[config.mk]
export PLATFORM = sky130hd
export DESIGN_NAME = svna_ctrl
export DESIGN_NICKNAME = d
export VERILOG_FILES = /design/src/design/assert_macros.svh /design/src/design/svna_pkg.sv /design/src/design/svna_ctrl.sv
export SDC_FILE = /design/constraint.sdc
export NUM_CORES = 1
export LEC_CHECK = 0
export BUFFER_PORTS_ARGS = -buffer_cell sky130_fd_sc_hd__buf_2
export CORE_ASPECT_RATIO = 1.2
export CORE_MARGIN = 3
export CORE_UTILIZATION = 45
export CTS_CLUSTER_SIZE = 16
export DETAILED_ROUTE_END_ITERATION = 7
export PLACE_DENSITY = 0.86
export SLEW_MARGIN = 20
export SYNTH_ARGS = -nofsm -noshare
export SYNTH_HDL_FRONTEND = slang
export SYNTH_SLANG_ARGS = --single-unit
[constraint.sdc]
create_clock -name clk_i -period 2.02 [get_ports clk_i]
set_input_delay 0 -clock clk_i [delete_from_list [all_inputs] [get_ports clk_i]]
set_output_delay 0 -clock clk_i [all_outputs]
set_load 0.02 [all_outputs]
[src/design/assert_macros.svh]
// Assertion macros used by the top level
`ifndef ASSERT_MACROS_SVH
`define ASSERT_MACROS_SVH

// Property that must hold in every clock cycle outside reset
`define SVNA_ASSERT(lbl, prop, msg) \
  lbl: assert property (@(posedge clk_i) disable iff (!rst_ni) (prop)) else $error(msg);

// Consequent must hold in the cycle after the antecedent
`define SVNA_ASSERT_NEXT(lbl, ante, cons, msg) \
  lbl: assert property (@(posedge clk_i) disable iff (!rst_ni) (ante) |=> (cons)) else $error(msg);

`endif

[src/design/svna_pkg.sv]
// Types, codes and constants of the smooth vertex normal accumulator
package svna_pkg;

  // Operation codes of an input word
  typedef enum logic [1:0] {
    OP_CLEAR = 2'd0,
    OP_LOAD  = 2'd1,
    OP_TRI   = 2'd2,
    OP_READ  = 2'd3
  } op_e;

  // Source of the vector fed to the normalisation unit
  typedef enum logic [1:0] {
    NSEL_A   = 2'd0,
    NSEL_B   = 2'd1,
    NSEL_SUM = 2'd2
  } norm_sel_e;

  // Sequencer states
  typedef enum logic [4:0] {
    ST_CLR,
    ST_IDLE,
    ST_DECODE,
    ST_LOAD,
    ST_TRI_CHK,
    ST_TRI_RD,
    ST_TRI_CAP,
    ST_NA_GO,
    ST_NA_WAIT,
    ST_NB_GO,
    ST_NB_WAIT,
    ST_CROSS,
    ST_ACC_RD,
    ST_ACC_WR,
    ST_RD_RD,
    ST_RD_CHK,
    ST_RD_WAIT,
    ST_RES
  } ctrl_state_e;

  // Normalisation unit states
  typedef enum logic [2:0] {
    NS_IDLE,
    NS_SHIFT,
    NS_SQ,
    NS_SQRT,
    NS_DINIT,
    NS_DIV,
    NS_DONE
  } norm_state_e;

  typedef logic signed [34:0] vec_t;
  typedef logic signed [31:0] unit_t;

  localparam logic [1:0]  CORNER0     = 2'd0;
  localparam logic [1:0]  LAST_CORNER = 2'd2;
  localparam logic [2:0]  CROSS_LAST  = 3'd6;
  localparam logic [15:0] COUNT_MAX   = 16'hFFFF;
  localparam logic        REG_VERTEX_COUNT = 1'b0;

  // Controller to datapath
  typedef struct packed {
    logic      accept;
    logic      pos_wr;
    logic      pos_rd;
    logic      pos_cap;
    logic [1:0] corner;
    logic      norm_start;
    norm_sel_e norm_sel;
    logic      a_cap;
    logic      b_cap;
    logic      cross_en;
    logic [2:0] step;
    logic      acc_rd;
    logic      acc_wr;
    logic      acc_clr;
    logic      out_load;
    logic      out_use_norm;
  } cmd_t;

  // Datapath to controller
  typedef struct packed {
    op_e  op;
    logic in_range0;
    logic in_range_all;
    logic rd_used;
    logic norm_done;
    logic norm_ok;
    logic clr_last;
    logic out_busy;
  } sts_t;

endpackage

[src/design/svna_ctrl.sv]
// Sequencer for clear, load, triangle and read operations
module svna_ctrl import svna_pkg::*; (
  input  logic clk_i,
  input  logic rst_ni,
  input  logic in_valid_i,
  output logic in_ready_o,
  output cmd_t cmd_o,
  input  sts_t sts_i
);

  ctrl_state_e state_q, state_d;
  logic [2:0]  cnt_q, cnt_d;
  logic        use_norm_q, use_norm_d;

  // Next state
  always_comb begin
    state_d    = state_q;
    cnt_d      = cnt_q;
    use_norm_d = use_norm_q;
    case (state_q)
      ST_CLR:  if (sts_i.clr_last) state_d = ST_IDLE;
      ST_IDLE: if (in_valid_i) state_d = ST_DECODE;
      ST_DECODE: begin
        cnt_d = '0;
        case (sts_i.op)
          OP_CLEAR: state_d = ST_CLR;
          OP_LOAD:  state_d = ST_LOAD;
          OP_TRI:   state_d = ST_TRI_CHK;
          default:  state_d = ST_RD_RD;
        endcase
      end
      ST_LOAD:    state_d = ST_IDLE;
      ST_TRI_CHK: state_d = sts_i.in_range_all ? ST_TRI_RD : ST_IDLE;
      ST_TRI_RD:  state_d = ST_TRI_CAP;
      ST_TRI_CAP: begin
        if (cnt_q[1:0] == LAST_CORNER) begin
          cnt_d   = '0;
          state_d = ST_NA_GO;
        end else begin
          cnt_d   = cnt_q + 3'd1;
          state_d = ST_TRI_RD;
        end
      end
      ST_NA_GO:   state_d = ST_NA_WAIT;
      ST_NA_WAIT: if (sts_i.norm_done) state_d = ST_NB_GO;
      ST_NB_GO:   state_d = ST_NB_WAIT;
      ST_NB_WAIT: begin
        if (sts_i.norm_done) begin
          cnt_d   = '0;
          state_d = ST_CROSS;
        end
      end
      ST_CROSS: begin
        if (cnt_q == CROSS_LAST) begin
          cnt_d   = '0;
          state_d = ST_ACC_RD;
        end else begin
          cnt_d = cnt_q + 3'd1;
        end
      end
      ST_ACC_RD: state_d = ST_ACC_WR;
      ST_ACC_WR: begin
        if (cnt_q[1:0] == LAST_CORNER) begin
          cnt_d   = '0;
          state_d = ST_IDLE;
        end else begin
          cnt_d   = cnt_q + 3'd1;
          state_d = ST_ACC_RD;
        end
      end
      ST_RD_RD: state_d = ST_RD_CHK;
      ST_RD_CHK: begin
        use_norm_d = sts_i.in_range0 && sts_i.rd_used;
        state_d    = (sts_i.in_range0 && sts_i.rd_used) ? ST_RD_WAIT : ST_RES;
      end
      ST_RD_WAIT: if (sts_i.norm_done) state_d = ST_RES;
      ST_RES:     if (!sts_i.out_busy) state_d = ST_IDLE;
      default:    state_d = ST_IDLE;
    endcase
  end

  // Commands
  always_comb begin
    cmd_o          = '0;
    cmd_o.norm_sel = NSEL_SUM;
    cmd_o.corner   = cnt_q[1:0];
    cmd_o.step     = cnt_q;
    in_ready_o     = (state_q == ST_IDLE);
    case (state_q)
      ST_CLR:  cmd_o.acc_clr = 1'b1;
      ST_IDLE: cmd_o.accept  = in_valid_i;
      ST_LOAD: begin
        cmd_o.corner = CORNER0;
        cmd_o.pos_wr = 1'b1;
      end
      ST_TRI_RD:  cmd_o.pos_rd  = 1'b1;
      ST_TRI_CAP: cmd_o.pos_cap = 1'b1;
      ST_NA_GO: begin
        cmd_o.norm_sel   = NSEL_A;
        cmd_o.norm_start = 1'b1;
      end
      ST_NA_WAIT: cmd_o.a_cap = sts_i.norm_done;
      ST_NB_GO: begin
        cmd_o.norm_sel   = NSEL_B;
        cmd_o.norm_start = 1'b1;
      end
      ST_NB_WAIT: cmd_o.b_cap    = sts_i.norm_done;
      ST_CROSS:   cmd_o.cross_en = 1'b1;
      ST_ACC_RD:  cmd_o.acc_rd   = 1'b1;
      ST_ACC_WR:  cmd_o.acc_wr   = 1'b1;
      ST_RD_RD: begin
        cmd_o.corner = CORNER0;
        cmd_o.acc_rd = 1'b1;
      end
      ST_RD_CHK: cmd_o.norm_start = sts_i.in_range0 && sts_i.rd_used;
      ST_RES: begin
        cmd_o.out_load     = !sts_i.out_busy;
        cmd_o.out_use_norm = use_norm_q;
      end
      default: ;
    endcase
  end

  // State registers; reset starts with a clearing sweep
  always_ff @(posedge clk_i or negedge rst_ni) begin
    if (!rst_ni) begin
      state_q    <= ST_CLR;
      cnt_q      <= '0;
      use_norm_q <= 1'b0;
    end else begin
      state_q    <= state_d;
      cnt_q      <= cnt_d;
      use_norm_q <= use_norm_d;
    end
  end

endmodule
# Word level (Yosys, flattened, before mapping)

Cells that the tools add are included.

Register bits after elaboration: 9
Input port bits: 12
Output and inout port bits: 21
Word-level logic and storage cells: 74

$add $sub $neg: 1
Equality and inequality tests: 28
Multiplexer cells: 31
Reduce and logical (&&, ||, !) cells: 11

Operators with widths:

| operator                                                              | number |
|---|---|
| 5-bit one-hot mux with 17 select lines                                | 1 |
| 5-bit by 4-bit equality test with 1-bit output, second input constant | 8 |
| 5-bit 2-to-1 mux                                                      | 7 |
| 5-bit by 3-bit equality test with 1-bit output, second input constant | 4 |
| 2-bit inequality test, second input constant                          | 7 |
| 3-bit 2-to-1 mux                                                      | 4 |
| 3-bit one-hot mux with 4 select lines                                 | 1 |
| 4-bit one-hot mux with 3 select lines                                 | 1 |
| 1-bit 2-to-1 mux                                                      | 11 |
| 5-bit by 2-bit equality test with 1-bit output, second input constant | 2 |
| 5-bit equality test, second input constant                            | 2 |
| 2-bit OR reduction                                                    | 4 |
| 7-bit AND reduction                                                   | 1 |
| 2-bit 2-to-1 mux                                                      | 3 |
| 5-bit by 1-bit equality test with 1-bit output, second input constant | 1 |
| 5-bit logical NOT                                                     | 1 |
| 2-bit equality test, second input constant                            | 2 |
| 4-bit 2-to-1 mux                                                      | 1 |
| 2-bit one-hot mux with 2 select lines                                 | 1 |
| 4-bit nonzero test                                                    | 1 |
| 3-bit by 1-bit adder with 3-bit output, second input constant         | 1 |
| 3-bit equality test, second input constant                            | 1 |
| 2-bit by 1-bit equality test with 1-bit output, second input constant | 1 |
| 2-bit logical NOT                                                     | 1 |
| other kinds (4)                                                       | 4 |

# Longest topological paths before layout

Gate-level depths: netlist of the first run.

Word-level depth: 4
Depth in mapped cells: 6
Gate-level depth less buffers: 4

# Least setup slack after synthesis of the first run

No wires, ideal clock.

Kind: register -> output
Start: register state_q[1]
End: output cmd_o[19] (netlist name)
Arrival: 1.733 ns
Required time: 2.020 ns
Path slack: 0.287 ns
Cell stages (with the launch flop): 6
Buffers on the path: 1
Cell sequence: dfrtp_1 > buf_6 > nand2b_1 > or2_1 > nor3_1 > and2_1

RTL lines:

| what                   | line             | text |
|---|---|---|
| start, declared        | svna_ctrl.sv:11  | `ctrl_state_e state_q, state_d;` |
| start signal, assigned | svna_ctrl.sv:131 | `state_q <= state_d;` |
| end, declared          | svna_ctrl.sv:7   | `output cmd_t cmd_o,` |

==> results of run 1 <==
==> layout by cell type, fill, tap and decap left out, types with 4 or more instances in the layout <==
cell type and n:
sky130_fd_sc_hd__a211oi_1 4, sky130_fd_sc_hd__a21oi_1 7, sky130_fd_sc_hd__and2_1 4, sky130_fd_sc_hd__buf_2 31, sky130_fd_sc_hd__buf_4 7, sky130_fd_sc_hd__dfrtp_1 7, sky130_fd_sc_hd__inv_1 6, sky130_fd_sc_hd__nand2_1 11
sky130_fd_sc_hd__nand2b_1 4, sky130_fd_sc_hd__nand3b_1 4, sky130_fd_sc_hd__nor2_1 8, sky130_fd_sc_hd__nor2b_1 4, sky130_fd_sc_hd__nor3_1 4, sky130_fd_sc_hd__o21ai_1 5
==> where the power goes <==
group	switching [uW]	leakage (uW)	internal, uW
registers	116	0.000110	255
logic	681	0.000409	453
clock network	62.0	0.0000150	76.1
total	859	0.000534	784
==> worst paths after layout <==
check	start	endpoint	slack, ns	cells after the start
hold / removal	sts_i[4]	use_norm_q$_DFFE_PN0P_	0.04	3
hold reg to reg	use_norm_q$_DFFE_PN0P_	use_norm_q$_DFFE_PN0P_	0.49	2
min in group asynchronous	rst_ni	state_q[4]$_DFFE_PN0P_	0.10	2
setup reg to reg	cnt_q[1]$_DFFE_PN0P_	state_q[1]$_DFFE_PN0P_	0.34	4
max in group asynchronous	rst_ni	state_q[2]$_DFFE_PN0P_	1.73	2
setup / recovery	state_q[2]$_DFFE_PN0P_	cmd_o[15]	0.11	5
==> cells by family (layout without fill, tap and decap cells) <==
kind of cell / after synthesis / after routing
AOI/OAI and AO/OA: 35 / 35
and+or+nand+nor: 60 / 60
buffers and inverters: 16 / 49
xor gates and xnor gates: 2 / 2
DFF: 9 / 9
==> state kept, by name, indices dropped and copies added, names as in the netlist <==
| register | cells |
|---|---|
| state_q | 5 |
| use_norm_q | 1 |
| cnt_q | 3 |
==> critical path: cells and delay by family (launching register included) <==
family	cells	cell delay, ns
buf+inv	2	0.36
simple gates	2	0.49
compound gates	1	0.31
flops	1	0.48
==> routing by layer <==
| layer | track usage | up-vias |
|---|---|---|
| met4 | 0.0474 | 0 |
| met5 | 0 | - |
| met1 | 0.260 | 484 |
| met2 | 0.301 | 59 |
| li1 | - | 517 |
| met3 | 0.0423 | 3 |
==> per-stage QoR <==
step	hold WS (ns)	setup WS (ns)	util	power, uW	cell area [um^2]
2_1_floorplan	-0.296	0.287	-	1190	917
3_3_place_gp	-0.150	0.365	0.579	1460	1100
3_5_place_dp	-0.142	0.315	0.579	1490	1100
4_1_cts	0.0394	0.0516	0.598	1640	1130
5_1_grt	0.0578	0.0246	0.599	1780	1130
6_report	0.0371	0.111	0.599	1640	1130
==> what timing repair did <==
item | CTS | global route
hold endpoints to repair | 9 | 0
hold buffers | 1 | 0
resized for setup | 0 | 2
endpoints found under the setup margin | 0 | 2
==> cell type report <==
| class | count | share of cell area |
|---|---|---|
| Clock buffer | 4 | 0.0232 |
| Inverter | 6 | 0.0198 |
| Sequential cell | 9 | 0.201 |
| Multi-Input combinational cell | 97 | 0.544 |
| Timing Repair Buffer | 39 | 0.192 |
| Tap cell | 19 | 0.0209 |
==> reports/summary.json, run 1 <==
{
  "run_status": {"value": "complete, no violations"},
  "timing.final.max_slew_violations": {"value": 0},
  "horizontal_die_dimension": {"value": 47.2, "unit": "um"},
  "start_util": {"value": 0.484},
  "xor_and_xnor_area_share_after_synthesis": {"value": 0.0191},
  "viasPerCell": {"value": 6.11},
  "clock_insertion_delay_worst_skew": {"value": 0.26, "unit": "ns"},
  "synth-adder-area-share": {"value": 0},
  "syn_warnings": {"value": 0},
  "syn-mean-instance-area": {"value": 7.52, "unit": "um^2"},
  "met3WireLength": {"value": 186, "unit": "um"},
  "syn2layout_area_growth": {"value": 23.7, "unit": "%"},
  "synth-async-reset-ratio": {"value": 1.00},
  "grt_start_max_net_pins": {"value": 19},
  "post-place-cells": {"value": 169},
  "static_leakage": {"value": 0.000534, "unit": "uW"},
  "length_of_routed_met2_wiring": {"value": 1190, "unit": "um"},
  "antenna_found_initial": {"value": 0},
  "clk_pin_slew_worst_setup_hold_paths": {"value": 0.06, "unit": "ns"},
  "numPortBuffers": {"value": 31},
  "crit_path_end_kind": {"value": "output pin"},
  "detailroute.via_count": {"value": 1063},
  "uppermost_routed_layer": {"value": "met4"},
  "pwrdens": {"value": 1450, "unit": "nW/um^2"},
  "post_synth_inst_count": {"value": 122},
  "dominantRegCellSynth": {"value": "sky130_fd_sc_hd__dfrtp_1"},
  "report.final.hold_viol_count": {"value": 0},
  "fillCellCount": {"value": 183},
  "cts.path.max_buffers": {"value": 2},
  "drc_errors": {"value": 0},
  "max-cap-violations": {"value": 0},
  "layout.nets": {"value": 168},
  "antenna_left": {"value": 0},
  "layout-drive-gt1-share": {"value": 0.297},
  "ctsHtreeMaxLevel": {"value": 1},
  "postRouteWirelength": {"value": 2430, "unit": "um"},
  "worst-endpoint-arrival": {"value": 1.91, "unit": "ns"},
  "dr.pass1.iters": {"value": 4},
  "cell_area_after_synthesis": {"value": 917, "unit": "um^2"},
  "unrepaired_setup_endpoints_after_global_routing": {"value": "false"},
  "global_route_wire_length_before_repair": {"value": 3860, "unit": "um"},
  "postCtsSetupBuffers": {"value": 0},
  "share_of_synthesized_area_spent_on_multiplexers": {"value": 0},
  "worstHoldPathType": {"value": "primary input to register"},
  "skew": {"value": 0.00342, "unit": "ns"},
  "synth-compound-area-share": {"value": 0.262},
  "final_cells": {"value": 174},
  "synth_top_area_cell": {"value": "sky130_fd_sc_hd__dfrtp_1"},
  "detail_route.wl_per_cell": {"value": 14.0, "unit": "um"},
  "top_level_ports": {"value": 33},
  "synth_top_family_by_area": {"value": "simple AND/OR/NAND/NOR gates"},
  "worst_vdd_drop": {"value": 0.748, "unit": "mV"},
  "final-seq-area": {"value": 228, "unit": "um^2"},
  "setup_cp_type": {"value": "register to output pin"},
  "cts.root.buffer_cell": {"value": "sky130_fd_sc_hd__clkbuf_4"},
  "initialDrtViolationCount": {"value": 42},
  "syn_nets": {"value": 134},
  "synth_edf_count": {"value": 0},
  "yosys.cell_count.top_type": {"value": "sky130_fd_sc_hd__nand2_1"},
  "setup-tns-final": {"value": 0, "unit": "ns"},
  "setup_viols_final": {"value": 0},
  "max-slew-margin-rel": {"value": 0.590},
  "finalCritPeriodShare": {"value": 0.945},
  "multiInputGateArea": {"value": 617, "unit": "um^2"},
  "die_height": {"value": 55.5, "unit": "um"},
  "gp_congestion": {"value": 0.878},
  "grt_pass1_vias": {"value": 903},
  "routedLengthMet1": {"value": 1040, "unit": "um"},
  "achievable-frequency": {"value": 0.524, "unit": "GHz"},
  "clock_tree_from_tritoncts": {"value": "built"},
  "num_antenna_cells": {"value": 0},
  "placeableCoreArea": {"value": 1890, "unit": "um^2"},
  "rows": {"value": 17},
  "synth-simple-area-share": {"value": 0.392},
  "groute.usage.overall": {"value": 0.192},
  "synth_top_cells_by_count": {"value": "sky130_fd_sc_hd__nand2_1 (11), sky130_fd_sc_hd__dfrtp_1 (9), sky130_fd_sc_hd__nor2_1 (8)"},
  "synth.distinct_cells": {"value": 40},
  "crit_required": {"value": 2.02, "unit": "ns"},
  "critPathLaunchType": {"value": "register"},
  "cts_num_sinks": {"value": 9},
  "timing.critical_path.fanout_max": {"value": 13},
  "finalCriticalPeriod": {"value": 1.91, "unit": "ns"},
  "die_area": {"value": 2620, "unit": "um^2"},
  "timing.critical_path.cells": {"value": "buf_4 -> or3_1 -> a211o_1 -> and2_1 -> buf_2"},
  "worstMarginPinSlew": {"value": 0.600, "unit": "ns"},
  "grt_overflow": {"value": 0},
  "max_stage_delay": {"value": 0.48, "unit": "ns"},
  "cts-buffers-inserted": {"value": 3},
  "yosysTopAreaCellShare": {"value": 0.246},
  "netlist_top_cells_area": {"value": "sky130_fd_sc_hd__dfrtp_1 (25%), sky130_fd_sc_hd__nand2_1 (4.5%), sky130_fd_sc_hd__a21oi_1 (3.8%)"},
  "dp_hpwl": {"value": 1840, "unit": "um"},
  "synth.ff_latch_count": {"value": 9},
  "yosysSeqAreaShare": {"value": 0.246},
  "worst_path_max_delay_cell": {"value": "sky130_fd_sc_hd__dfrtp_2"}
}
Power figures use the tool's default switching activity.
==> run 2: changes to the inputs <==
--- a/config.mk
+++ b/config.mk
@@ -6,12 +6,12 @@
 export NUM_CORES = 1
 export LEC_CHECK = 0
 export BUFFER_PORTS_ARGS = -buffer_cell sky130_fd_sc_hd__buf_2
-export CORE_ASPECT_RATIO = 1.2
+export CORE_ASPECT_RATIO = 1.1
 export CORE_MARGIN = 3
 export CORE_UTILIZATION = 45
 export CTS_CLUSTER_SIZE = 16
 export DETAILED_ROUTE_END_ITERATION = 7
-export PLACE_DENSITY = 0.86
+export PLACE_DENSITY = 0.85
 export SLEW_MARGIN = 20
 export SYNTH_ARGS = -nofsm -noshare
 export SYNTH_HDL_FRONTEND = slang
==> reports/summary.json, run 2 (synthesized netlist as in run 1, its figures left out) <==
{
  "critPathLaunchType": {"value": "register", "change": "unchanged"},
  "detail_route.wl_per_cell": {"value": 13.8, "unit": "um", "change": "was 14.0 um"},
  "viasPerCell": {"value": 5.87, "change": "was 6.11"},
  "critical_path.n_buffers_inverters": {"value": 2, "change": "unchanged"},
  "fillCellCount": {"value": 186, "change": "was 183"},
  "achievable-frequency": {"value": 0.529, "unit": "GHz", "change": "was 0.524 GHz"},
  "detailed_place.area": {"value": 1110, "unit": "um^2", "change": "was 1100 um^2"},
  "grt_pass1_vias": {"value": 956, "change": "was 903"},
  "final_cell_area": {"value": 1170, "unit": "um^2", "change": "was 1130 um^2"},
  "seqPwrFrac": {"value": 0.221, "change": "was 0.226"},
  "run_status": {"value": "complete, no violations", "change": "unchanged"},
  "largest_register_ff_count": {"value": 5, "change": "unchanged"},
  "cts_num_sinks": {"value": 9, "change": "unchanged"},
  "grt_start_max_net_pins": {"value": 20, "change": "was 19"},
  "postLayoutCoreUtil": {"value": 0.630, "change": "was 0.599"},
  "crit_path_end_kind": {"value": "output pin", "change": "unchanged"},
  "path_delay_family": {"value": "simple AND/OR/NAND/NOR gates", "change": "unchanged"},
  "timing.final.max_slew_violations": {"value": 0, "change": "unchanged"},
  "num_antenna_cells": {"value": 0, "change": "unchanged"},
  "grt_use_met1": {"value": 0.239, "change": "was 0.260"},
  "groute.usage.overall": {"value": 0.203, "change": "was 0.192"},
  "max-slew-margin-rel": {"value": 0.629, "change": "was 0.590"},
  "final-seq-area": {"value": 229, "unit": "um^2", "change": "was 228 um^2"},
  "max_stage_delay": {"value": 0.47, "unit": "ns", "change": "was 0.48 ns"},
  "pwrdens": {"value": 1470, "unit": "nW/um^2", "change": "was 1450 nW/um^2"},
  "static_leakage": {"value": 0.000548, "unit": "uW", "change": "was 0.000534 uW"},
  "regMostFlops": {"value": "state_q", "change": "unchanged"},
  "unrepaired_setup_endpoints_after_global_routing": {"value": "false", "change": "unchanged"},
  "report.final.hold_viol_count": {"value": 0, "change": "unchanged"},
  "cts.root.buffer_cell": {"value": "sky130_fd_sc_hd__clkbuf_4", "change": "unchanged"},
  "worstHoldPathType": {"value": "primary input to register", "change": "unchanged"},
  "postRouteWirelength": {"value": 2550, "unit": "um", "change": "was 2430 um"},
  "worst-endpoint-arrival": {"value": 1.89, "unit": "ns", "change": "was 1.91 ns"},
  "intPower": {"value": 837, "unit": "uW", "change": "was 784 uW"},
  "worst_path_max_delay_cell": {"value": "sky130_fd_sc_hd__dfrtp_2", "change": "unchanged"},
  "timing.critical_path.cells": {"value": "buf_4 -> or3_1 -> a211o_1 -> and2_1 -> buf_2", "change": "unchanged"},
  "layout-drive-gt1-share": {"value": 0.316, "change": "was 0.297"},
  "detailroute.via_count": {"value": 1086, "change": "was 1063"},
  "die_height": {"value": 53.4, "unit": "um", "change": "was 55.5 um"},
  "horizontal_die_dimension": {"value": 49.0, "unit": "um", "change": "was 47.2 um"},
  "groute.layer.met3.usage": {"value": 0.0451, "change": "was 0.0423"},
  "syn2layout_area_growth": {"value": 27.8, "unit": "%", "change": "was 23.7%"},
  "max-cap-violations": {"value": 0, "change": "unchanged"},
  "final_cell_mix": {"value": "sky130_fd_sc_hd__buf_2 (31), sky130_fd_sc_hd__nand2_1 (11), sky130_fd_sc_hd__buf_4 (9)", "change": "was sky130_fd_sc_hd__buf_2 (31), sky130_fd_sc_hd__nand2_1 (11), sky130_fd_sc_hd__nor2_1 (8)"},
  "crit_required": {"value": 2.02, "unit": "ns", "change": "about the same"},
  "ctsHtreeMaxLevel": {"value": 1, "change": "unchanged"},
  "setup-tns-final": {"value": 0, "unit": "ns", "change": "unchanged"},
  "antenna_left": {"value": 0, "change": "unchanged"},
  "initialDrtViolationCount": {"value": 31, "change": "was 42"},
  "worst_vdd_drop": {"value": 0.803, "unit": "mV", "change": "was 0.748 mV"},
  "antenna_found_initial": {"value": 0, "change": "unchanged"},
  "cts-buffers-inserted": {"value": 3, "change": "unchanged"},
  "rows": {"value": 16, "change": "was 17"},
  "setup_cp_type": {"value": "register to output pin", "change": "unchanged"},
  "layout.nets": {"value": 171, "change": "was 168"},
  "dr.pass1.iters": {"value": 4, "change": "unchanged"},
  "power.clock.fraction": {"value": 0.079, "change": "was 0.084"},
  "switching_share": {"value": 0.514, "change": "was 0.523"},
  "clock_tree_from_tritoncts": {"value": "built", "change": "unchanged"},
  "final_worst_hold_slack": {"value": 0.0690, "unit": "ns", "change": "was 0.0371 ns"},
  "top_level_ports": {"value": 33, "change": "unchanged"},
  "cts.path.max_buffers": {"value": 2, "change": "unchanged"},
  "dp_hpwl": {"value": 1880, "unit": "um", "change": "was 1840 um"},
  "die_area": {"value": 2620, "unit": "um^2", "change": "about the same"},
  "clk_pin_slew_worst_setup_hold_paths": {"value": 0.06, "unit": "ns", "change": "about the same"},
  "numPortBuffers": {"value": 31, "change": "unchanged"},
  "power.switching": {"value": 884, "unit": "uW", "change": "was 859 uW"},
  "start_util": {"value": 0.493, "change": "was 0.484"},
  "met2_global_route_usage": {"value": 0.389, "change": "was 0.301"},
  "global_route_wire_length_before_repair": {"value": 4140, "unit": "um", "change": "was 3860 um"},
  "top_usage_layer": {"value": "met2", "change": "unchanged"},
  "report.power.total": {"value": 1720, "unit": "uW", "change": "was 1640 uW"},
  "placeableCoreArea": {"value": 1860, "unit": "um^2", "change": "was 1890 um^2"},
  "finalCritPeriodShare": {"value": 0.935, "change": "was 0.945"},
  "worstMarginPinSlew": {"value": 0.543, "unit": "ns", "change": "was 0.600 ns"},
  "skew": {"value": 0.00445, "unit": "ns", "change": "was 0.00342 ns"},
  "setup_viols_final": {"value": 0, "change": "unchanged"},
  "multiInputGateArea": {"value": 617, "unit": "um^2", "change": "unchanged"},
  "power.combinational.fraction": {"value": 0.700, "change": "was 0.690"},
  "layout_top_registers": {"value": "state_q x5, cnt_q x3, use_norm_q x1", "change": "unchanged"},
  "gp_congestion": {"value": 0.885, "change": "was 0.878"},
  "drc_errors": {"value": 0, "change": "unchanged"},
  "grt_overflow": {"value": 0, "change": "unchanged"},
  "final_common_cell": {"value": "sky130_fd_sc_hd__buf_2", "change": "unchanged"},
  "timing.critical_path.fanout_max": {"value": 15, "change": "was 13"},
  "finalCriticalPeriod": {"value": 1.89, "unit": "ns", "change": "was 1.91 ns"},
  "clock_insertion_delay_worst_skew": {"value": 0.26, "unit": "ns", "change": "about the same"}
}
run 2: cell types whose count changed in the layout (fill, tap and decap cells not counted):
cell / before / now
sky130_fd_sc_hd__dfrtp_1: 7 / 6
sky130_fd_sc_hd__buf_6: 0 / 1
sky130_fd_sc_hd__dfrtp_2: 2 / 3
sky130_fd_sc_hd__buf_4: 7 / 9
run 2: cell type report:
class,instances,share of cell area
Timing Repair Buffer,42,0.208
Multi-Input combinational cell,97,0.526
Tap cell,27,0.0288
Inverter,6,0.0192
Clock buffer,4,0.0224
Sequential cell,9,0.195
run 2: through the flow:
stage          std cells  setup WS, ns
6_report             185         0.131
5_1_grt              185        0.0338
4_1_cts              182        0.0638
3_5_place_dp         177         0.289
3_3_place_gp         177         0.346
2_1_floorplan        122         0.287
run 2: power groups by stage:
stage / combinational [uW] / clock, uW / sequential (uW)
4_1_cts: 1140 / 140 / 372
3_5_place_dp: 1140 / 0 / 374
3_3_place_gp: 1110 / 0 / 366
6_report: 1200 / 136 / 380
5_1_grt: 1310 / 150 / 392
2_1_floorplan: 858 / 0 / 336
run 2: routing by layer:
metal	vias to the layer above	share of wire	wire (um)
met3	2	0.082	210
li1	524	-	-
met1	509	0.43	1100
met5	-	0	0
met2	51	0.48	1230
met4	0	0.0020	5
run 2: worst paths after layout:
kind	slack, ns	endpoint	cells after the start	startpoint
worst min-delay path	0.07	use_norm_q$_DFFE_PN0P_	3	sts_i[4]
worst max-delay path	0.13	cmd_o[15]	5	state_q[2]$_DFFE_PN0P_
min in group asynchronous	0.12	state_q[0]$_DFFE_PN0P_	2	rst_ni
max in group asynchronous	1.71	state_q[2]$_DFFE_PN0P_	2	rst_ni
worst min register to register	0.51	use_norm_q$_DFFE_PN0P_	2	use_norm_q$_DFFE_PN0P_
worst max register to register	0.35	state_q[0]$_DFFE_PN0P_	4	cnt_q[1]$_DFFE_PN0P_
run 2: what timing repair did:
action                                  CTS  global route
buffers inserted                          0             3
endpoints found under the hold margin     9             0
hold buffers                              1             0
gates resized for setup                   0             4
endpoints found under the setup margin    0             4
run 2: worst reg2reg max path: stages, from the launching register on:
cell and delay (ns):
sky130_fd_sc_hd__dfrtp_1 0.44, sky130_fd_sc_hd__nor2b_1 0.45, sky130_fd_sc_hd__a311oi_1 0.18, sky130_fd_sc_hd__o41ai_1 0.35
sky130_fd_sc_hd__a21oi_1 0.13
==> run 3: changes to the inputs <==
--- a/config.mk
+++ b/config.mk
@@ -8,10 +8,10 @@
 export BUFFER_PORTS_ARGS = -buffer_cell sky130_fd_sc_hd__buf_2
 export CORE_ASPECT_RATIO = 1.1
 export CORE_MARGIN = 3
-export CORE_UTILIZATION = 45
+export CORE_UTILIZATION = 27
 export CTS_CLUSTER_SIZE = 16
 export DETAILED_ROUTE_END_ITERATION = 7
-export PLACE_DENSITY = 0.85
+export PLACE_DENSITY = 0.6
 export SLEW_MARGIN = 20
 export SYNTH_ARGS = -nofsm -noshare
 export SYNTH_HDL_FRONTEND = slang
==> reports/summary.json, run 3 (synthesized netlist as in run 1, its figures left out) <==
{
  "unrepaired_setup_endpoints_after_global_routing": {"value": "false", "change": "unchanged"},
  "viasPerCell": {"value": 5.46, "change": "was 5.87"},
  "static_leakage": {"value": 0.000538, "unit": "uW", "change": "was 0.000548 uW"},
  "grt_start_max_net_pins": {"value": 20, "change": "unchanged"},
  "max-slew-margin-rel": {"value": 0.611, "change": "was 0.629"},
  "global_route_wire_length_before_repair": {"value": 4350, "unit": "um", "change": "was 4140 um"},
  "switching_share": {"value": 0.519, "change": "was 0.514"},
  "pwrdens": {"value": 1430, "unit": "nW/um^2", "change": "was 1470 nW/um^2"},
  "final.setup.worst_slack": {"value": 0.166, "unit": "ns", "change": "was 0.131 ns"},
  "clock_insertion_delay_worst_skew": {"value": 0.25, "unit": "ns", "change": "was 0.26 ns"},
  "met3WireLength": {"value": 184, "unit": "um", "change": "was 210 um"},
  "timing.critical_path.fanout_max": {"value": 11, "change": "was 15"},
  "cts.path.max_buffers": {"value": 2, "change": "unchanged"},
  "start_util": {"value": 0.291, "change": "was 0.493"},
  "power.combinational.fraction": {"value": 0.695, "change": "was 0.700"},
  "layout_top_registers": {"value": "state_q x5, cnt_q x3, use_norm_q x1", "change": "unchanged"},
  "worstHoldPathType": {"value": "primary input to register", "change": "unchanged"},
  "num_antenna_cells": {"value": 0, "change": "unchanged"},
  "setup-tns-final": {"value": 0, "unit": "ns", "change": "unchanged"},
  "worstMarginPinSlew": {"value": 0.569, "unit": "ns", "change": "was 0.543 ns"},
  "length_in_cells_of_the_worst_reg_to_reg_path": {"value": 5, "change": "was 4"},
  "run_status": {"value": "complete, no violations", "change": "unchanged"},
  "largest_register_ff_count": {"value": 5, "change": "unchanged"},
  "setup_viols_final": {"value": 0, "change": "unchanged"},
  "antenna_left": {"value": 0, "change": "unchanged"},
  "cts.root.buffer_cell": {"value": "sky130_fd_sc_hd__clkbuf_4", "change": "unchanged"},
  "die_height": {"value": 67.1, "unit": "um", "change": "was 53.4 um"},
  "intPower": {"value": 800, "unit": "uW", "change": "was 837 uW"},
  "skew": {"value": 0.000715, "unit": "ns", "change": "was 0.00445 ns"},
  "finalCriticalPeriod": {"value": 1.85, "unit": "ns", "change": "was 1.89 ns"},
  "placeableCoreArea": {"value": 3150, "unit": "um^2", "change": "was 1860 um^2"},
  "critical_path.reg2reg.endpoint": {"value": "state_q[1]$_DFFE_PN0P_", "change": "was state_q[0]$_DFFE_PN0P_"},
  "final_common_cell": {"value": "sky130_fd_sc_hd__buf_2", "change": "unchanged"},
  "uppermost_routed_layer": {"value": "met3", "change": "was met4"},
  "worst-endpoint-arrival": {"value": 1.85, "unit": "ns", "change": "was 1.89 ns"},
  "dp_hpwl": {"value": 1970, "unit": "um", "change": "was 1880 um"},
  "initialDrtViolationCount": {"value": 45, "change": "was 31"},
  "seqPwrFrac": {"value": 0.225, "change": "was 0.221"},
  "critPathLaunchType": {"value": "register", "change": "unchanged"},
  "syn2layout_area_growth": {"value": 26.7, "unit": "%", "change": "was 27.8%"},
  "placement.setup.worst_slack": {"value": 0.296, "unit": "ns", "change": "was 0.289 ns"},
  "detail_route.wl_per_cell": {"value": 13.7, "unit": "um", "change": "was 13.8 um"},
  "finalCritPeriodShare": {"value": 0.918, "change": "was 0.935"},
  "clk_pin_slew_worst_setup_hold_paths": {"value": 0.06, "unit": "ns", "change": "about the same"},
  "power.switching": {"value": 863, "unit": "uW", "change": "was 884 uW"},
  "crit_path_end_kind": {"value": "output pin", "change": "unchanged"},
  "power.clock.fraction": {"value": 0.081, "change": "was 0.079"},
  "min_path_cells": {"value": 3, "change": "unchanged"},
  "layout-drive-gt1-share": {"value": 0.308, "change": "was 0.316"},
  "ctsHtreeMaxLevel": {"value": 1, "change": "unchanged"},
  "final_cell_area": {"value": 1160, "unit": "um^2", "change": "was 1170 um^2"},
  "horizontal_die_dimension": {"value": 61.6, "unit": "um", "change": "was 49.0 um"},
  "drc_errors": {"value": 0, "change": "unchanged"},
  "numPortBuffers": {"value": 31, "change": "unchanged"},
  "layout.nets": {"value": 169, "change": "was 171"},
  "die_area": {"value": 4130, "unit": "um^2", "change": "was 2620 um^2"},
  "gp_congestion": {"value": 0.804, "change": "was 0.885"},
  "hold-path-endpoint": {"value": "use_norm_q$_DFFE_PN0P_", "change": "unchanged"},
  "hold_path.startpoint": {"value": "sts_i[4]", "change": "unchanged"},
  "critical_path.reg2reg.startpoint": {"value": "state_q[2]$_DFFE_PN0P_", "change": "was cnt_q[1]$_DFFE_PN0P_"},
  "rows": {"value": 21, "change": "was 16"},
  "achievable-frequency": {"value": 0.539, "unit": "GHz", "change": "was 0.529 GHz"},
  "dr.pass1.iters": {"value": 4, "change": "unchanged"},
  "antenna_found_initial": {"value": 0, "change": "unchanged"},
  "groute.usage.overall": {"value": 0.135, "change": "was 0.203"},
  "crit_required": {"value": 2.02, "unit": "ns", "change": "about the same"},
  "cts_num_sinks": {"value": 9, "change": "unchanged"},
  "report.final.hold_viol_count": {"value": 0, "change": "unchanged"},
  "worst_vdd_drop": {"value": 0.649, "unit": "mV", "change": "was 0.803 mV"},
  "regMostFlops": {"value": "state_q", "change": "unchanged"},
  "grt_overflow": {"value": 0, "change": "unchanged"},
  "routedLengthMet1": {"value": 1210, "unit": "um", "change": "was 1100 um"},
  "top_level_ports": {"value": 33, "change": "unchanged"},
  "final_cell_mix": {"value": "sky130_fd_sc_hd__buf_2 (31), sky130_fd_sc_hd__nand2_1 (11), sky130_fd_sc_hd__nor2_1 (8), sky130_fd_sc_hd__buf_4 (8), sky130_fd_sc_hd__a21oi_1 (7)", "change": "was sky130_fd_sc_hd__buf_2 (31), sky130_fd_sc_hd__nand2_1 (11), sky130_fd_sc_hd__buf_4 (9)"},
  "cts-buffers-inserted": {"value": 3, "change": "unchanged"},
  "setup_cp_type": {"value": "register to output pin", "change": "unchanged"},
  "postRouteWirelength": {"value": 2600, "unit": "um", "change": "was 2550 um"},
  "timing.final.max_slew_violations": {"value": 0, "change": "unchanged"},
  "timing.reg2reg.setup_slack": {"value": 0.27, "unit": "ns", "change": "was 0.35 ns"},
  "max-cap-violations": {"value": 0, "change": "unchanged"},
  "clock_tree_from_tritoncts": {"value": "built", "change": "unchanged"},
  "length_of_routed_met2_wiring": {"value": 1200, "unit": "um", "change": "was 1230 um"},
  "grt_pass1_vias": {"value": 962, "change": "was 956"},
  "detailroute.via_count": {"value": 1037, "change": "was 1086"},
  "detailed_place.area": {"value": 1110, "unit": "um^2", "change": "about the same"}
}
[run 3: power groups by stage]
| stage | clock network [uW] | registers [uW] | logic (uW) |
|---|---|---|---|
| final | 134 | 374 | 1160 |
| after global routing | 155 | 388 | 1280 |
| after CTS | 142 | 383 | 1120 |
| after detailed placement | 0 | 385 | 1110 |
| after global placement | 0 | 383 | 1100 |
| after floorplan | 0 | 336 | 858 |
[run 3: worst max path at each step]
| stage | from | end | slack, ns |
|---|---|---|---|
| finish | state_q[3]$_DFFE_PN0P_ | cmd_o[15] | 0.17 |
| global route | state_q[1]$_DFFE_PN0P_ | cmd_o[13] | 0.05 |
| floorplan | state_q[1]$_DFFE_PN0P_ | cmd_o[19] | 0.29 |
| CTS | state_q[2]$_DFFE_PN0P_ | cmd_o[15] | 0.01 |
| global placement | state_q[2]$_DFFE_PN0P_ | state_q[1]$_DFFE_PN0P_ | 0.31 |
| detailed placement | state_q[2]$_DFFE_PN0P_ | state_q[1]$_DFFE_PN0P_ | 0.30 |
[run 3: layer usage]
layer | global-route usage | vias up
li1 | - | 525
met1 | 0.181 | 478
met2 | 0.229 | 34
met3 | 0.0310 | 0
met4 | 0.00796 | 0
met5 | 0 | -
[run 3: final cells by class]
class                   count  area [um^2]
fillers                   344         1990
multi-input cells          97          617
flip-flops and latches      9          229
repair buffers             40          225
well taps                  34         42.5
clock buffers               4         26.3
inverters                   6         22.5
[run 3: timing repair]
item	in CTS	in global routing
resized for setup	0	3
hold buffers	1	0
endpoints found under the setup margin	0	3
buffers inserted	0	2
endpoints found under the hold margin	9	0
[run 3: critical path, cell delays in order (launching register included)]
cell and delay [ns]:
sky130_fd_sc_hd__dfrtp_2 0.49, sky130_fd_sc_hd__buf_4 0.20, sky130_fd_sc_hd__or3_1 0.31, sky130_fd_sc_hd__a211o_1 0.30, sky130_fd_sc_hd__and2_1 0.15, sky130_fd_sc_hd__buf_2 0.15
[run 3: through the flow]
stage | total power, uW | utilization | hold slack (ns) | std cells
floorplan | 1190 | - | -0.296 | 122
global placement | 1490 | 0.351 | -0.142 | 183
detailed placement | 1500 | 0.351 | -0.138 | 183
CTS | 1640 | 0.363 | 0.0268 | 188
global route | 1830 | 0.369 | 0.0647 | 190
finish | 1660 | 0.369 | 0.0365 | 190
